`src/rtl/core/xcr_pkg.sv`:
```
// Shared types and constants of the XMODEM checksum receiver.
`default_nettype none
package xcr_pkg;

  localparam int unsigned ADDR_W      = 24;
  localparam int unsigned BLOCK_BYTES = 128;
  localparam int unsigned IDX_W       = $clog2(BLOCK_BYTES);

  localparam logic [ADDR_W-1:0] NAK_INTERVAL_RST = 24'd2000000;

  localparam logic [7:0] CODE_SOH = 8'h01;
  localparam logic [7:0] CODE_EOT = 8'h04;
  localparam logic [7:0] CODE_ACK = 8'h06;
  localparam logic [7:0] CODE_NAK = 8'h15;
  localparam logic [7:0] CODE_CAN = 8'h18;
  localparam logic [7:0] INV_MASK = 8'hff;

  typedef enum logic [1:0] {
    OP_TICK    = 2'd0,
    OP_BYTE    = 2'd1,
    OP_RESTART = 2'd2
  } op_t;

  typedef enum logic [1:0] {
    ST_RUNNING   = 2'd0,
    ST_EOT       = 2'd1,
    ST_CANCELLED = 2'd2,
    ST_ERROR     = 2'd3
  } status_t;

  typedef enum logic [5:0] {
    PH_HEADER  = 6'b000001,
    PH_NUMBER  = 6'b000010,
    PH_INVERSE = 6'b000100,
    PH_DATA    = 6'b001000,
    PH_CHECK   = 6'b010000,
    PH_DONE    = 6'b100000
  } phase_t;

endpackage
`default_nettype wire

```
`src/rtl/core/xcr_ifs.sv`:
```
// Handshake channel interfaces of the XMODEM checksum receiver.
`default_nettype none

interface xcr_in_if;
  logic       valid;
  logic       ready;
  logic [1:0] op;
  logic [7:0] rx_byte;
  modport source (output valid, op, rx_byte, input ready);
  modport sink   (input valid, op, rx_byte, output ready);
endinterface

interface xcr_out_if;
  logic        valid;
  logic        ready;
  logic        send_valid;
  logic [7:0]  send_byte;
  logic        write_valid;
  logic [23:0] write_addr;
  logic [7:0]  write_data;
  logic [1:0]  status;
  logic [23:0] size_total;
  modport source (output valid, send_valid, send_byte, write_valid, write_addr,
                  write_data, status, size_total, input ready);
  modport sink   (input valid, send_valid, send_byte, write_valid, write_addr,
                  write_data, status, size_total, output ready);
endinterface

interface xcr_cfg_if;
  logic        valid;
  logic        ready;
  logic [23:0] data;
  modport source (output valid, data, input ready);
  modport sink   (input valid, data, output ready);
endinterface

`default_nettype wire

```
`src/rtl/core/xmodem_checksum_receiver_top.sv`:
```
// XMODEM checksum receiver: protocol state machine with a registered result word.
`default_nettype none
// Takes one input word per cycle (tick, received byte or restart) and answers
// each with exactly one result word from its output register, in the cycle after
// acceptance. The whole protocol update is a single pass of logic between the
// state registers and the output register, so the rate is one word per cycle;
// in_ch.ready only drops while a result word sits unclaimed in the output
// register and out_ch.ready is low. The NAK interval is written on cfg_ch,
// which is always ready, and must only change while the block is idle.
module xmodem_checksum_receiver_top
  import xcr_pkg::*;
(
  input  wire        clk,
  input  wire        rst_n,
  xcr_in_if.sink     in_ch,
  xcr_out_if.source  out_ch,
  xcr_cfg_if.sink    cfg_ch
);

  logic [ADDR_W-1:0] nak_interval_r;

  phase_t            phase_r, phase_nxt;
  logic              started_r, started_nxt;
  logic [7:0]        exp_block_r, exp_block_nxt;
  logic [IDX_W-1:0]  byte_idx_r, byte_idx_nxt;
  logic [7:0]        sum_r, sum_nxt;
  logic [ADDR_W-1:0] tick_cnt_r, tick_cnt_nxt;
  logic [ADDR_W-1:0] acc_size_r, acc_size_nxt;
  status_t           status_r, status_nxt;

  logic              out_valid_r;
  logic              snd_v_r, snd_v_nxt;
  logic [7:0]        snd_b_r, snd_b_nxt;
  logic              wr_v_r, wr_v_nxt;
  logic [ADDR_W-1:0] wr_a_r, wr_a_nxt;
  logic [7:0]        wr_d_r, wr_d_nxt;

  logic              in_fire;
  logic [ADDR_W-1:0] tick_inc;

  assign in_ch.ready  = !out_valid_r || out_ch.ready;
  assign in_fire      = in_ch.valid && in_ch.ready;
  assign cfg_ch.ready = 1'b1;
  assign tick_inc     = tick_cnt_r + ADDR_W'(1);

  always_comb begin
    phase_nxt     = phase_r;
    started_nxt   = started_r;
    exp_block_nxt = exp_block_r;
    byte_idx_nxt  = byte_idx_r;
    sum_nxt       = sum_r;
    tick_cnt_nxt  = tick_cnt_r;
    acc_size_nxt  = acc_size_r;
    status_nxt    = status_r;
    snd_v_nxt     = 1'b0;
    snd_b_nxt     = 8'h00;
    wr_v_nxt      = 1'b0;
    wr_a_nxt      = '0;
    wr_d_nxt      = 8'h00;
    unique case (op_t'(in_ch.op))
      OP_RESTART: begin
        phase_nxt     = PH_HEADER;
        started_nxt   = 1'b0;
        exp_block_nxt = 8'd1;
        byte_idx_nxt  = '0;
        sum_nxt       = 8'h00;
        tick_cnt_nxt  = '0;
        acc_size_nxt  = '0;
        status_nxt    = ST_RUNNING;
      end
      OP_TICK: begin
        // Start requests only go out before the first block header.
        if (phase_r == PH_HEADER && !started_r) begin
          if (tick_inc >= nak_interval_r) begin
            tick_cnt_nxt = '0;
            snd_v_nxt    = 1'b1;
            snd_b_nxt    = CODE_NAK;
          end else begin
            tick_cnt_nxt = tick_inc;
          end
        end
      end
      OP_BYTE: begin
        unique case (phase_r)
          PH_HEADER: begin
            tick_cnt_nxt = '0;
            if (in_ch.rx_byte == CODE_EOT) begin
              snd_v_nxt  = 1'b1;
              snd_b_nxt  = CODE_ACK;
              status_nxt = ST_EOT;
              phase_nxt  = PH_DONE;
            end else if (in_ch.rx_byte == CODE_CAN) begin
              status_nxt = ST_CANCELLED;
              phase_nxt  = PH_DONE;
            end else if (in_ch.rx_byte == CODE_SOH) begin
              started_nxt = 1'b1;
              phase_nxt   = PH_NUMBER;
            end else if (started_r) begin
              status_nxt = ST_ERROR;
              phase_nxt  = PH_DONE;
            end
          end
          PH_NUMBER: begin
            if (in_ch.rx_byte != exp_block_r) begin
              snd_v_nxt = 1'b1;
              snd_b_nxt = CODE_NAK;
              phase_nxt = PH_HEADER;
            end else begin
              phase_nxt = PH_INVERSE;
            end
          end
          PH_INVERSE: begin
            if ((exp_block_r ^ in_ch.rx_byte) != INV_MASK) begin
              snd_v_nxt = 1'b1;
              snd_b_nxt = CODE_NAK;
              phase_nxt = PH_HEADER;
            end else begin
              byte_idx_nxt = '0;
              sum_nxt      = 8'h00;
              phase_nxt    = PH_DATA;
            end
          end
          PH_DATA: begin
            wr_v_nxt = 1'b1;
            wr_a_nxt = acc_size_r + ADDR_W'(byte_idx_r);
            wr_d_nxt = in_ch.rx_byte;
            sum_nxt  = sum_r + in_ch.rx_byte;
            byte_idx_nxt = byte_idx_r + IDX_W'(1);
            if (byte_idx_r == IDX_W'(BLOCK_BYTES - 1)) begin
              phase_nxt = PH_CHECK;
            end
          end
          PH_CHECK: begin
            snd_v_nxt = 1'b1;
            if (sum_r != in_ch.rx_byte) begin
              snd_b_nxt = CODE_NAK;
            end else begin
              snd_b_nxt     = CODE_ACK;
              acc_size_nxt  = acc_size_r + ADDR_W'(BLOCK_BYTES);
              exp_block_nxt = exp_block_r + 8'd1;
            end
            phase_nxt = PH_HEADER;
          end
          PH_DONE: begin
          end
          default: begin
          end
        endcase
      end
      default: begin
      end
    endcase
  end

  always_ff @(posedge clk) begin
    if (!rst_n) begin
      nak_interval_r <= NAK_INTERVAL_RST;
    end else if (cfg_ch.valid) begin
      nak_interval_r <= cfg_ch.data;
    end
  end

  always_ff @(posedge clk) begin
    if (!rst_n) begin
      phase_r     <= PH_HEADER;
      started_r   <= 1'b0;
      exp_block_r <= 8'd1;
      byte_idx_r  <= '0;
      sum_r       <= 8'h00;
      tick_cnt_r  <= '0;
      acc_size_r  <= '0;
      status_r    <= ST_RUNNING;
      out_valid_r <= 1'b0;
    end else begin
      if (in_fire) begin
        phase_r     <= phase_nxt;
        started_r   <= started_nxt;
        exp_block_r <= exp_block_nxt;
        byte_idx_r  <= byte_idx_nxt;
        sum_r       <= sum_nxt;
        tick_cnt_r  <= tick_cnt_nxt;
        acc_size_r  <= acc_size_nxt;
        status_r    <= status_nxt;
        out_valid_r <= 1'b1;
      end else if (out_ch.ready) begin
        out_valid_r <= 1'b0;
      end
    end
  end

  // Result word payload; the status and size are taken from the next state.
  always_ff @(posedge clk) begin
    if (in_fire) begin
      snd_v_r <= snd_v_nxt;
      snd_b_r <= snd_b_nxt;
      wr_v_r  <= wr_v_nxt;
      wr_a_r  <= wr_a_nxt;
      wr_d_r  <= wr_d_nxt;
    end
  end

  assign out_ch.valid       = out_valid_r;
  assign out_ch.send_valid  = snd_v_r;
  assign out_ch.send_byte   = snd_b_r;
  assign out_ch.write_valid = wr_v_r;
  assign out_ch.write_addr  = wr_a_r;
  assign out_ch.write_data  = wr_d_r;
  assign out_ch.status      = status_r;
  assign out_ch.size_total  = acc_size_r;

endmodule
`default_nettype wire

```
`src/flat_wrapper.sv`:
```
// flat-port wrapper written by rule: the top's interface ports become plain ports
module xmodem_checksum_receiver_top_flat import xcr_pkg::*;
  (clk, rst_n, in_ch_valid, in_ch_op, in_ch_rx_byte, in_ch_ready, out_ch_valid, out_ch_send_valid, out_ch_send_byte, out_ch_write_valid, out_ch_write_addr, out_ch_write_data, out_ch_status, out_ch_size_total, out_ch_ready, cfg_ch_valid, cfg_ch_data, cfg_ch_ready);
  xcr_in_if in_ch_i ();
  xcr_out_if out_ch_i ();
  xcr_cfg_if cfg_ch_i ();
  input  wire clk;
  input  wire rst_n;
  input wire logic [$bits(in_ch_i.valid)-1:0] in_ch_valid;
  input wire logic [$bits(in_ch_i.op)-1:0] in_ch_op;
  input wire logic [$bits(in_ch_i.rx_byte)-1:0] in_ch_rx_byte;
  output wire logic [$bits(in_ch_i.ready)-1:0] in_ch_ready;
  output wire logic [$bits(out_ch_i.valid)-1:0] out_ch_valid;
  output wire logic [$bits(out_ch_i.send_valid)-1:0] out_ch_send_valid;
  output wire logic [$bits(out_ch_i.send_byte)-1:0] out_ch_send_byte;
  output wire logic [$bits(out_ch_i.write_valid)-1:0] out_ch_write_valid;
  output wire logic [$bits(out_ch_i.write_addr)-1:0] out_ch_write_addr;
  output wire logic [$bits(out_ch_i.write_data)-1:0] out_ch_write_data;
  output wire logic [$bits(out_ch_i.status)-1:0] out_ch_status;
  output wire logic [$bits(out_ch_i.size_total)-1:0] out_ch_size_total;
  input wire logic [$bits(out_ch_i.ready)-1:0] out_ch_ready;
  input wire logic [$bits(cfg_ch_i.valid)-1:0] cfg_ch_valid;
  input wire logic [$bits(cfg_ch_i.data)-1:0] cfg_ch_data;
  output wire logic [$bits(cfg_ch_i.ready)-1:0] cfg_ch_ready;
  assign in_ch_i.valid = in_ch_valid;
  assign in_ch_i.op = in_ch_op;
  assign in_ch_i.rx_byte = in_ch_rx_byte;
  assign in_ch_ready = in_ch_i.ready;
  assign out_ch_valid = out_ch_i.valid;
  assign out_ch_send_valid = out_ch_i.send_valid;
  assign out_ch_send_byte = out_ch_i.send_byte;
  assign out_ch_write_valid = out_ch_i.write_valid;
  assign out_ch_write_addr = out_ch_i.write_addr;
  assign out_ch_write_data = out_ch_i.write_data;
  assign out_ch_status = out_ch_i.status;
  assign out_ch_size_total = out_ch_i.size_total;
  assign out_ch_i.ready = out_ch_ready;
  assign cfg_ch_i.valid = cfg_ch_valid;
  assign cfg_ch_i.data = cfg_ch_data;
  assign cfg_ch_ready = cfg_ch_i.ready;
  xmodem_checksum_receiver_top u_core (.clk(clk), .rst_n(rst_n), .in_ch(in_ch_i), .out_ch(out_ch_i), .cfg_ch(cfg_ch_i));
endmodule
```
`config.mk`:
```
export PLATFORM = sky130hd
export DESIGN_NAME = xmodem_checksum_receiver_top_flat
export DESIGN_NICKNAME = d
export VERILOG_FILES = /design/src/rtl/core/xcr_pkg.sv /design/src/rtl/core/xcr_ifs.sv /design/src/rtl/core/xmodem_checksum_receiver_top.sv /design/src/flat_wrapper.sv
export SDC_FILE = /design/constraint.sdc
export NUM_CORES = 1
export LEC_CHECK = 0
export BUFFER_PORTS_ARGS = -buffer_cell sky130_fd_sc_hd__buf_4
export CAP_MARGIN = 20
export CORE_ASPECT_RATIO = 0.7
export CORE_UTILIZATION = 35
export CTS_CLUSTER_SIZE = 30
export DETAILED_ROUTE_END_ITERATION = 10
export SYNTH_ARGS = -nofsm -noshare
export SYNTH_HDL_FRONTEND = slang
export SYNTH_SLANG_ARGS = --single-unit
export TNS_END_PERCENT = 100
```
`constraint.sdc`:
```
create_clock -name clk -period 4.4 [get_ports clk]
set_clock_uncertainty 0.2 [all_clocks]
set_input_delay 0.88 -clock clk [delete_from_list [all_inputs] [get_ports clk]]
set_output_delay 0.88 -clock clk [all_outputs]
set_load 0.05 [all_outputs]
```
==> results of run 1 <==
[cells in the mapped netlist (8+ instances only)]
cell | count | area, sq um
sky130_fd_sc_hd__clkbuf_1 | 29 | 109
sky130_fd_sc_hd__nand4b_1 | 8 | 70.1
sky130_fd_sc_hd__xnor2_1 | 20 | 175
sky130_fd_sc_hd__o21ai_0 | 34 | 170
sky130_fd_sc_hd__nand4_1 | 23 | 144
sky130_fd_sc_hd__xor2_1 | 28 | 245
sky130_fd_sc_hd__inv_1 | 38 | 143
sky130_fd_sc_hd__and3_1 | 22 | 138
sky130_fd_sc_hd__mux2i_1 | 24 | 240
sky130_fd_sc_hd__a21boi_0 | 9 | 67.6
sky130_fd_sc_hd__o211ai_1 | 13 | 97.6
sky130_fd_sc_hd__edfxtp_1 | 36 | 1080
sky130_fd_sc_hd__buf_4 | 17 | 128
sky130_fd_sc_hd__dfxtp_1 | 98 | 1960
sky130_fd_sc_hd__o21a_1 | 9 | 67.6
sky130_fd_sc_hd__and3b_1 | 8 | 70.1
sky130_fd_sc_hd__ha_1 | 38 | 475
sky130_fd_sc_hd__a21oi_1 | 19 | 95.1
sky130_fd_sc_hd__nand2_1 | 57 | 214
sky130_fd_sc_hd__nor2_1 | 59 | 221
sky130_fd_sc_hd__nor3_1 | 15 | 75.1
sky130_fd_sc_hd__a22oi_1 | 10 | 75.1
sky130_fd_sc_hd__nor2b_1 | 44 | 275
sky130_fd_sc_hd__nand3_1 | 35 | 175
sky130_fd_sc_hd__and2_1 | 41 | 257
[critical path, delay by kind of cell (launching register included)]
kind,cells,cell delay (ns)
fa+ha+maj,1,0.26
flops,1,0.43
compound gates,3,0.52
simple gates,7,2.16
xor+xnor,1,0.16
[cells by family (layout without fill, tap and decap cells)]
group | Yosys count | count (layout) | synth area share
simple gates | 351 | 351 | 0.263
xor+xnor | 48 | 48 | 0.0559
mux | 24 | 24 | 0.0320
fa+ha+maj | 39 | 39 | 0.0659
buf+inv | 91 | 177 | 0.0576
other cells | 2 | 12 | 0.000999
compound gates | 128 | 128 | 0.120
flops | 134 | 134 | 0.405
[where the power goes]
part           leakage [uW]  switching [uW]  internal (uW)  total, uW
clock              0.000274             644            753       1400
sequential          0.00116            15.3           1300       1310
combinational       0.00240             223            103        325
[metal layers]
metal,part of all wire,up-vias,track usage
met1,0.54,2815,0.281
met5,0,-,0
met4,0.0085,0,0.0461
met2,0.40,157,0.229
met3,0.054,14,0.0354
li1,-,3039,-
[sequential cells by signal, summed over array words and instances (netlist names), 2 cells and up]
signal,count
u_core.nak_interval_r,24
u_core.out_ch.write_addr,24
u_core.tick_cnt_r,24
u_core.out_ch.size_total,17
u_core.exp_block_r,8
u_core.out_ch.write_data,8
u_core.sum_r,8
u_core.byte_idx_r,7
u_core.phase_r,6
u_core.out_ch.send_byte,3
u_core.out_ch.status,2
[cell type report]
type / count / area share
tap: 276 / 0.0384
sequential: 134 / 0.338
multi-input combinational: 602 / 0.454
clock inverter: 15 / 0.0172
inverter: 38 / 0.0159
timing repair buffer: 107 / 0.0893
clock buffer: 17 / 0.0473
[per-stage QoR]
stage / cell area (sq um) / instances / total power (uW) / hold slack (ns)
2_1_floorplan: 7560 / 827 / 1570 / 0.245
3_3_place_gp: 8420 / 1157 / 1660 / 0.261
3_5_place_dp: 8420 / 1157 / 1670 / 0.265
4_1_cts: 9000 / 1189 / 3070 / 0.273
5_1_grt: 9000 / 1189 / 3140 / 0.293
6_report: 9000 / 1189 / 3040 / 0.273
[path summary, 6_finish.rpt]
check                                           from                                   end  slack, ns
setup / recovery  u_core.tick_cnt_r[10]$_SDFFE_PN0P_  u_core.out_ch.send_byte[2]$_DFFE_PP_       0.42
hold / removal          u_core.sum_r[2]$_SDFFE_PN0P_          u_core.sum_r[2]$_SDFFE_PN0P_       0.27
setup reg to reg  u_core.tick_cnt_r[10]$_SDFFE_PN0P_  u_core.out_ch.send_byte[2]$_DFFE_PP_       0.42
hold reg to reg         u_core.sum_r[2]$_SDFFE_PN0P_          u_core.sum_r[2]$_SDFFE_PN0P_       0.27
==> out/metrics.yaml, run 1 <==
run_status: "finished, final reports clean"
critPathCaptureType: "flop"
cells_resized_by_post_cts_repair: 0
synth.avg_cell_area_sq_um: 9.20
hold_viol: 0
worst_hold_path_type: "flop to flop"
crit_path_top_delay_cell: "sky130_fd_sc_hd__nor3_1"
drcViolationCount: 0
syn_inst: 817
detail_route.first_pass.iterations: 5
critPathLaunchType: "flop"
cts-htree-levels: 4
flop_and_latch_count_out_of_synthesis: 134
clkTransAtPathRegs_ns: 0.06
power_per_cell_area_mw_per_mm2: 337
critical_path.max_stage_delay_ns: 0.60
core_region_area_sq_mm: 0.0209
clock-root-buffer: "sky130_fd_sc_hd__clkbuf_16"
grt_pass1_wl_um: 30000
max_cap_viol_count: 0
gp_congestion: 0.853
fin_util: 0.430
multi_input_comb_area_sq_mm: 0.00408
clock_tree_from_tritoncts: "done"
fp.dieW_um: 177
antenna_left: 0
netlist_area_sq_mm: 0.00752
io-pin-count: 110
pins_over_slew_limit: 0
detailedRoute.firstIterationViolations: 495
initial_core_util: 0.359
layout_worst_path_cycle_share: 0.904
grt_max_degree: 59
wire_per_inst_um: 15.8
num-fill-cells: 2028
clkSinkCount: 134
maxSlewHeadroom: 0.378
global_route.overflow_total: 0
dpl_worst_slack_ns: 0.543
worstSkewPairLatency_ns: 0.43
gr-usage-all-layers: 0.175
crit_path_cell_trace: "and4_1 -> nand2_1 -> nor3_1 -> and3_1 -> xor2_1 -> ha_1 -> a21oi_1 -> nor3_1 -> or3_1 -> or3_1 -> o211ai_1 -> o21ai_0"
flow.area_growth_from_synthesis_pct: 19.7
initial_antenna_violation_count: 0
final_common_cell: "sky130_fd_sc_hd__buf_4"
dieArea_sq_mm: 0.0221
antenna_cells: 0
fin_crit_ns: 3.98
setup_viol_count_final: 0
yosysSeqAreaShare: 0.405
dp.final_hpwl_um: 13500
numPortBuffers: 97
fmax_mhz: 251
finalNetCount: 978
worst_hold_path.num_cells: 2
crit_required_ns: 4.36
drt-total-wl_um: 18800
yosysWarningCount: 0
cts.hold.buffers_added: 0
vdd_drop_max_v: 0.000265
cts_buffers: 17
first_global_vias: 5387
synth_enable_flop_cells: 36
post_drt_via_cell_ratio: 5.07
setup_total_negative_slack_ns: 0
async_reset_ff_frac: 0
timing_worst_setup_path_type: "flop to flop"
via_count: 6025
fraction_of_layout_instances_using_a_drive_strength_above_1: 0.174
cts.repair_timing.setup_buffer_count: 0
rsz0062_at_grt: "no"
yosys.cell_types.count: 66
worst-slew-pin-transition_ns: 0.932
cts_buffer_depth: 2
reg2reg_depth: 12
chipHeight_um: 125
synth_ff_type: "sky130_fd_sc_hd__dfxtp_1"
p_leak_uw: 0.00383
worstPathArrival_ns: 3.94
final-seq-area_sq_mm: 0.00304
timing.critical_path.fanout_max: 7
placementRows: 44
mostFrequentLayoutCells: "sky130_fd_sc_hd__buf_4, sky130_fd_sc_hd__dfxtp_1, sky130_fd_sc_hd__nor2_1, sky130_fd_sc_hd__nand2_1, sky130_fd_sc_hd__nor2b_1"
final_worst_setup_slack_ns: 0.422
Power figures use the tool's default switching activity.
==> run 2, diff against run 1 <==
--- a/config.mk
+++ b/config.mk
@@ -5,12 +5,13 @@
 export SDC_FILE = /design/constraint.sdc
 export NUM_CORES = 1
 export LEC_CHECK = 0
-export BUFFER_PORTS_ARGS = -buffer_cell sky130_fd_sc_hd__buf_4
 export CAP_MARGIN = 20
 export CORE_ASPECT_RATIO = 0.7
 export CORE_UTILIZATION = 35
 export CTS_CLUSTER_SIZE = 30
 export DETAILED_ROUTE_END_ITERATION = 10
+export DONT_BUFFER_PORTS = 1
+export PLACE_DENSITY = 0.48
 export SYNTH_ARGS = -nofsm -noshare
 export SYNTH_HDL_FRONTEND = slang
 export SYNTH_SLANG_ARGS = --single-unit
==> run 2 against run 1 <==
Register-to-register slack gained 0.04 ns. Sequential power increased by 5%. Die area did not move. First-iteration DRC count is 28% lower. Critical path depth grew 1. Setup slack improved by 0.035 ns. Core utilization down 3.4 points. Global-route usage decreased by 0.35 points. Clock-buffer cell count unchanged. Critical path type unchanged. Largest cell class unchanged.
==> out/metrics.yaml, run 2 (same netlist as run 1, synthesis figures left out) <==
cells_resized_by_post_cts_repair: 0
cts.repair_timing.setup_buffer_count: 0
mostFrequentLayoutCells: "sky130_fd_sc_hd__dfxtp_1, sky130_fd_sc_hd__nor2_1, sky130_fd_sc_hd__nand2_1, sky130_fd_sc_hd__nor2b_1, sky130_fd_sc_hd__and2_1"
worstPathBufferInverterCount: 0
critPathTopFamily: "simple AND/OR/NAND/NOR gates"
final_area_sq_mm: 0.00829
crit_path_cell_trace: "ha_1 -> nand3_1 -> nor2_1 -> nand3_1 -> nor2_1 -> xor2_1 -> ha_1 -> nand4_1 -> nor3_1 -> or3_1 -> or3_1 -> o211ai_1 -> o21ai_0"
cts_buffer_depth: 2
hold_viol: 0
final_common_cell: "sky130_fd_sc_hd__dfxtp_1"
gp_congestion: 0.867
antenna_left: 0
finalNetCount: 880
crit_required_ns: 4.35
vdd_drop_max_v: 0.000254
p_leak_uw: 0.00337
chipHeight_um: 125
first_global_vias: 5495
setup_total_negative_slack_ns: 0
worstPathArrival_ns: 3.89
setup_viol_count_final: 0
worst-slew-pin-transition_ns: 0.944
dieArea_sq_mm: 0.0221
timing.critical_path.fanout_max: 6
grt_max_degree: 99
rrSetupSlack_ns: 0.46
clkSinkCount: 134
max_cap_viol_count: 0
critPathLaunchType: "flop"
num-fill-cells: 2098
cts-htree-levels: 4
power_per_cell_area_mw_per_mm2: 368
initial_antenna_violation_count: 0
fmax_mhz: 254
numPortBuffers: 0
io-pin-count: 110
layout_worst_path_cycle_share: 0.896
drcViolationCount: 0
pins_over_slew_limit: 0
cts_buffers: 17
wire_per_inst_um: 16.8
grt_pass1_wl_um: 29500
rsz0062_at_grt: "no"
antenna_cells: 0
core_region_area_sq_mm: 0.0209
cts.hold.buffers_added: 0
post_drt_via_cell_ratio: 5.31
via_count: 5789
critPathCaptureType: "flop"
fraction_of_layout_instances_using_a_drive_strength_above_1: 0.0748
crit_path_top_delay_cell: "sky130_fd_sc_hd__or3_1"
run_status: "finished, final reports clean"
critical_path.max_stage_delay_ns: 0.41
fp.dieW_um: 177
dp.final_hpwl_um: 13200
clock_tree_from_tritoncts: "done"
timing_worst_setup_path_type: "flop to flop"
flow.area_growth_from_synthesis_pct: 10.2
clock-root-buffer: "sky130_fd_sc_hd__clkbuf_16"
drt-total-wl_um: 18300
fin_crit_ns: 3.94
maxSlewHeadroom: 0.370
placementRows: 44
worst_hold_path_type: "flop to flop"
placed_area_sq_mm: 0.00768
detailedRoute.firstIterationViolations: 358
worstSkewPairLatency_ns: 0.42
initial_core_util: 0.359
gr-usage-all-layers: 0.172
clkTransAtPathRegs_ns: 0.06
global_route.overflow_total: 0
detail_route.first_pass.iterations: 5
==> run 2: per-stage QoR <==
step                      setup slack (ns)  power, uW   util  hold WS (ns)  std cells
after floorplan                       1.01       1570      -         0.245        827
after global placement               0.569       1580  0.367         0.256       1059
after detailed placement             0.465       1590  0.367         0.262       1059
after CTS                            0.464       3090  0.396         0.271       1091
after global routing                0.0954       3170  0.396         0.301       1091
final                                0.458       3050  0.396         0.269       1091
==> run 2: layer usage <==
| layer | track usage | wire length (um) |
|---|---|---|
| met5 | 0 | 0 |
| met4 | 0.0598 | 266 |
| met3 | 0.0336 | 1010 |
| met2 | 0.245 | 7630 |
| met1 | 0.253 | 9380 |
==> run 2: layout make-up <==
type / count / area, sq um / share of cell area
multi-input cells: 602 / 4080 / 0.493
flip-flops and latches: 134 / 3040 / 0.367
clock buffers: 17 / 425 / 0.0513
well taps: 276 / 345 / 0.0417
clock inverters: 15 / 181 / 0.0219
inverters: 38 / 143 / 0.0172
repair buffers: 9 / 67.6 / 0.00815
==> run 2: final timing paths <==
path	start	end	cells past startpoint
setup / recovery	u_core.tick_cnt_r[0]$_SDFFE_PN0P_	u_core.out_ch.send_byte[2]$_DFFE_PP_	13
hold / removal	u_core.sum_r[3]$_SDFFE_PN0P_	u_core.sum_r[3]$_SDFFE_PN0P_	2
setup reg to reg	u_core.tick_cnt_r[0]$_SDFFE_PN0P_	u_core.out_ch.send_byte[2]$_DFFE_PP_	13
hold reg to reg	u_core.sum_r[3]$_SDFFE_PN0P_	u_core.sum_r[3]$_SDFFE_PN0P_	2
==> run 2: power breakdown <==
part / leakage, uW / switching (uW) / total, uW / internal [uW]
registers: 0.00116 / 82.0 / 1380 / 1300
clock network: 0.000299 / 628 / 1490 / 864
logic: 0.00192 / 118 / 177 / 58.7
total: 0.00337 / 828 / 3050 / 2220
==> run 2: tightest hold or removal path, delay by kind of cell (launching register included) <==
family	cells	cell delay, ns
compound gates	1	0.06
flops	1	0.31
simple gates	1	0.05
==> run 3, diff against run 2 <==
--- a/config.mk
+++ b/config.mk
@@ -5,7 +5,8 @@
 export SDC_FILE = /design/constraint.sdc
 export NUM_CORES = 1
 export LEC_CHECK = 0
-export CAP_MARGIN = 20
+export ABC_AREA = 1
+export CAP_MARGIN = 0
 export CORE_ASPECT_RATIO = 0.7
 export CORE_UTILIZATION = 35
 export CTS_CLUSTER_SIZE = 30
==> run 3 against run 2 <==
Core utilization is essentially flat. Sequential share of layout area fell by 3.1 points. Critical path depth rose by 8. Largest cell class unchanged. Flip-flop and latch count unchanged. Clock-buffer cell count increased by 3. Total power rose by 5.8%. Clock power increased by 3%. Die area increased by 9.2%. Global-route usage is 2.5 points higher. First-iteration DRC count up 39%. Cell area grew 9.1%. Sequential power hardly changed.
==> out/metrics.yaml, run 3 <==
detail_route.first_pass.iterations: 6
drcViolationCount: 0
numPortBuffers: 0
finalHoldWorstSlack_ns: 0.265
timing_worst_setup_path_type: "flop to flop"
yosys.cell_types.count: 42
setup_viol_count_final: 0
clkTransAtPathRegs_ns: 0.06
via_count: 7220
cts_buffer_depth: 2
max_cap_viol_count: 0
initial_core_util: 0.360
setup_total_negative_slack_ns: 0
placementRows: 46
cts.hold.buffers_added: 0
timing.critical_path.fanout_max: 14
clock-root-buffer: "sky130_fd_sc_hd__clkbuf_16"
drt-total-wl_um: 23100
p_leak_uw: 0.00377
cells_resized_by_post_cts_repair: 0
mostFrequentLayoutCells: "sky130_fd_sc_hd__nand2_1, sky130_fd_sc_hd__nor2_1, sky130_fd_sc_hd__inv_1, sky130_fd_sc_hd__dfxtp_1, sky130_fd_sc_hd__a21oi_1"
yosysWarningCount: 0
detailedRoute.firstIterationViolations: 499
maxSlewHeadroom: 0.253
vdd_drop_max_v: 0.000315
synth_ff_type: "sky130_fd_sc_hd__dfxtp_1"
dpl_worst_slack_ns: 0.868
yosysSeqAreaShare: 0.370
final_worst_setup_slack_ns: 0.780
first_global_vias: 6223
gr-usage-all-layers: 0.197
cts_buffers: 17
clkSinkCount: 134
synth.most_common_cell: "sky130_fd_sc_hd__nand2_1"
flow.area_growth_from_synthesis_pct: 10.1
grt_pass1_wl_um: 35800
synth.avg_cell_area_sq_um: 6.88
power_per_cell_area_mw_per_mm2: 357
chipHeight_um: 130
placed_area_sq_mm: 0.00842
worstSkewPairLatency_ns: 0.43
fmax_mhz: 276
worst-slew-pin-transition_ns: 1.12
synth_enable_flop_cells: 36
clock_tree_from_tritoncts: "done"
antenna_left: 0
antenna_cells: 0
post_drt_via_cell_ratio: 4.78
worst_hold_path_type: "flop to flop"
fin_crit_ns: 3.62
pins_over_slew_limit: 0
dieArea_sq_mm: 0.0241
critPathLaunchType: "flop"
grt_max_degree: 37
ys_top_cells_by_area: "sky130_fd_sc_hd__dfxtp_1, sky130_fd_sc_hd__nand2_1, sky130_fd_sc_hd__edfxtp_1"
yosys.area.top_type_share: 0.239
gp_congestion: 0.866
worstPathArrival_ns: 3.77
final_area_sq_mm: 0.00904
dp.final_hpwl_um: 17100
fraction_of_layout_instances_using_a_drive_strength_above_1: 0.0735
critPathCaptureType: "flop"
flop_and_latch_count_out_of_synthesis: 134
core_region_area_sq_mm: 0.0228
finalNetCount: 1262
run_status: "finished, final reports clean"
cts.repair_timing.setup_buffer_count: 0
final_common_cell: "sky130_fd_sc_hd__nand2_1"
crit_required_ns: 4.55
top_cell_type_by_total_area_after_synthesis: "sky130_fd_sc_hd__dfxtp_1"
rsz0062_at_grt: "no"
io-pin-count: 110
ys_top_cells_by_count: "sky130_fd_sc_hd__nand2_1, sky130_fd_sc_hd__nor2_1, sky130_fd_sc_hd__inv_1"
global_route.overflow_total: 0
cts-htree-levels: 4
wire_per_inst_um: 15.3
async_reset_ff_frac: 0
netlist_area_sq_mm: 0.00822
hold_viol: 0
syn_inst: 1195
initial_antenna_violation_count: 0
fp.dieW_um: 185
layout_worst_path_cycle_share: 0.823
-- run 3: changes by cell type in the layout (fill, tap and decap cells not counted), moves of 13 or more --
cell                      before  now
sky130_fd_sc_hd__nand2_1      57  325
sky130_fd_sc_hd__inv_1        38  164
sky130_fd_sc_hd__nor2_1       59  170
sky130_fd_sc_hd__a21oi_1      19   89
sky130_fd_sc_hd__nor2b_1      44    0
sky130_fd_sc_hd__and2_1       40    4
sky130_fd_sc_hd__mux2i_1      24    0
sky130_fd_sc_hd__and3_1       22    0
sky130_fd_sc_hd__xnor2_1      20    5
sky130_fd_sc_hd__nand2_2       0   13
sky130_fd_sc_hd__nand3_1      35   48
-- run 3: area by class of cell --
cell class / count / area, sq um
clock buffer: 20 / 447
clock inverter: 12 / 176
fill: 2437 / 13800
inverter: 173 / 657
multi-input combinational: 851 / 4280
sequential: 134 / 3040
tap: 312 / 390
timing repair buffer: 7 / 52.6
-- run 3: logic make-up after synthesis --
logic type / synth area share
AND/OR/NAND/NOR: 0.333
buffers and inverters: 0.114
adder cells (fa/ha/maj): 0.0603
flip-flops: 0.370
other: 0.000914
XOR/XNOR: 0.0256
AO/OA/AOI/OAI: 0.0962
-- run 3: report_power, final --
group          total [uW]  leakage (uW)  switching (uW)  internal (uW)
clock network        1540      0.000292             578            963
registers            1400       0.00116            92.5           1310
logic                 286       0.00231             212           73.9
-- run 3: worst paths after layout --
kind	start	to	slack, ns	cells after the start
worst max-delay path	u_core.tick_cnt_r[0]$_SDFFE_PN0P_	u_core.tick_cnt_r[12]$_SDFFE_PN0P_	0.78	21
worst min-delay path	u_core.nak_interval_r[9]$_SDFFE_PN0P_	u_core.nak_interval_r[9]$_SDFFE_PN0P_	0.26	2
worst max register to register	u_core.tick_cnt_r[0]$_SDFFE_PN0P_	u_core.tick_cnt_r[12]$_SDFFE_PN0P_	0.78	21
worst min register to register	u_core.nak_interval_r[9]$_SDFFE_PN0P_	u_core.nak_interval_r[9]$_SDFFE_PN0P_	0.26	2
-- run 3: worst max-delay path, cell delays in order (launching register included) --
cell and delay, ns:
sky130_fd_sc_hd__dfxtp_1 0.47, sky130_fd_sc_hd__ha_1 0.29, sky130_fd_sc_hd__nand2_1 0.11, sky130_fd_sc_hd__inv_1 0.10, sky130_fd_sc_hd__nand2_1 0.07, sky130_fd_sc_hd__nor2_2 0.25
sky130_fd_sc_hd__nand3_1 0.11, sky130_fd_sc_hd__nand2_1 0.15, sky130_fd_sc_hd__inv_1 0.07, sky130_fd_sc_hd__ha_1 0.27, sky130_fd_sc_hd__nand2_1 0.09, sky130_fd_sc_hd__inv_1 0.04
sky130_fd_sc_hd__nand2_1 0.05, sky130_fd_sc_hd__nand2_1 0.04, sky130_fd_sc_hd__nand2_1 0.05, sky130_fd_sc_hd__nand2_1 0.04, sky130_fd_sc_hd__nand2_1 0.06, sky130_fd_sc_hd__nand2_1 0.06
sky130_fd_sc_hd__nor2_2 0.47, sky130_fd_sc_hd__buf_4 0.31, sky130_fd_sc_hd__nand2_1 0.08, sky130_fd_sc_hd__a21oi_1 0.13
-- run 3: layer usage --
metal,global-route usage,vias to the layer above,wire [um]
met4,0.0593,0,239
met1,0.306,3265,12500
met3,0.0547,18,1640
met5,0,-,0
met2,0.253,192,8660
li1,-,3745,-
-- run 3: stage by stage --
stage,utilization,total power (uW),instances
6_report,0.396,3230,1509
3_5_place_dp,0.369,1710,1477
3_3_place_gp,0.369,1720,1477
2_1_floorplan,-,1660,1205
5_1_grt,0.396,3350,1509
4_1_cts,0.396,3260,1509
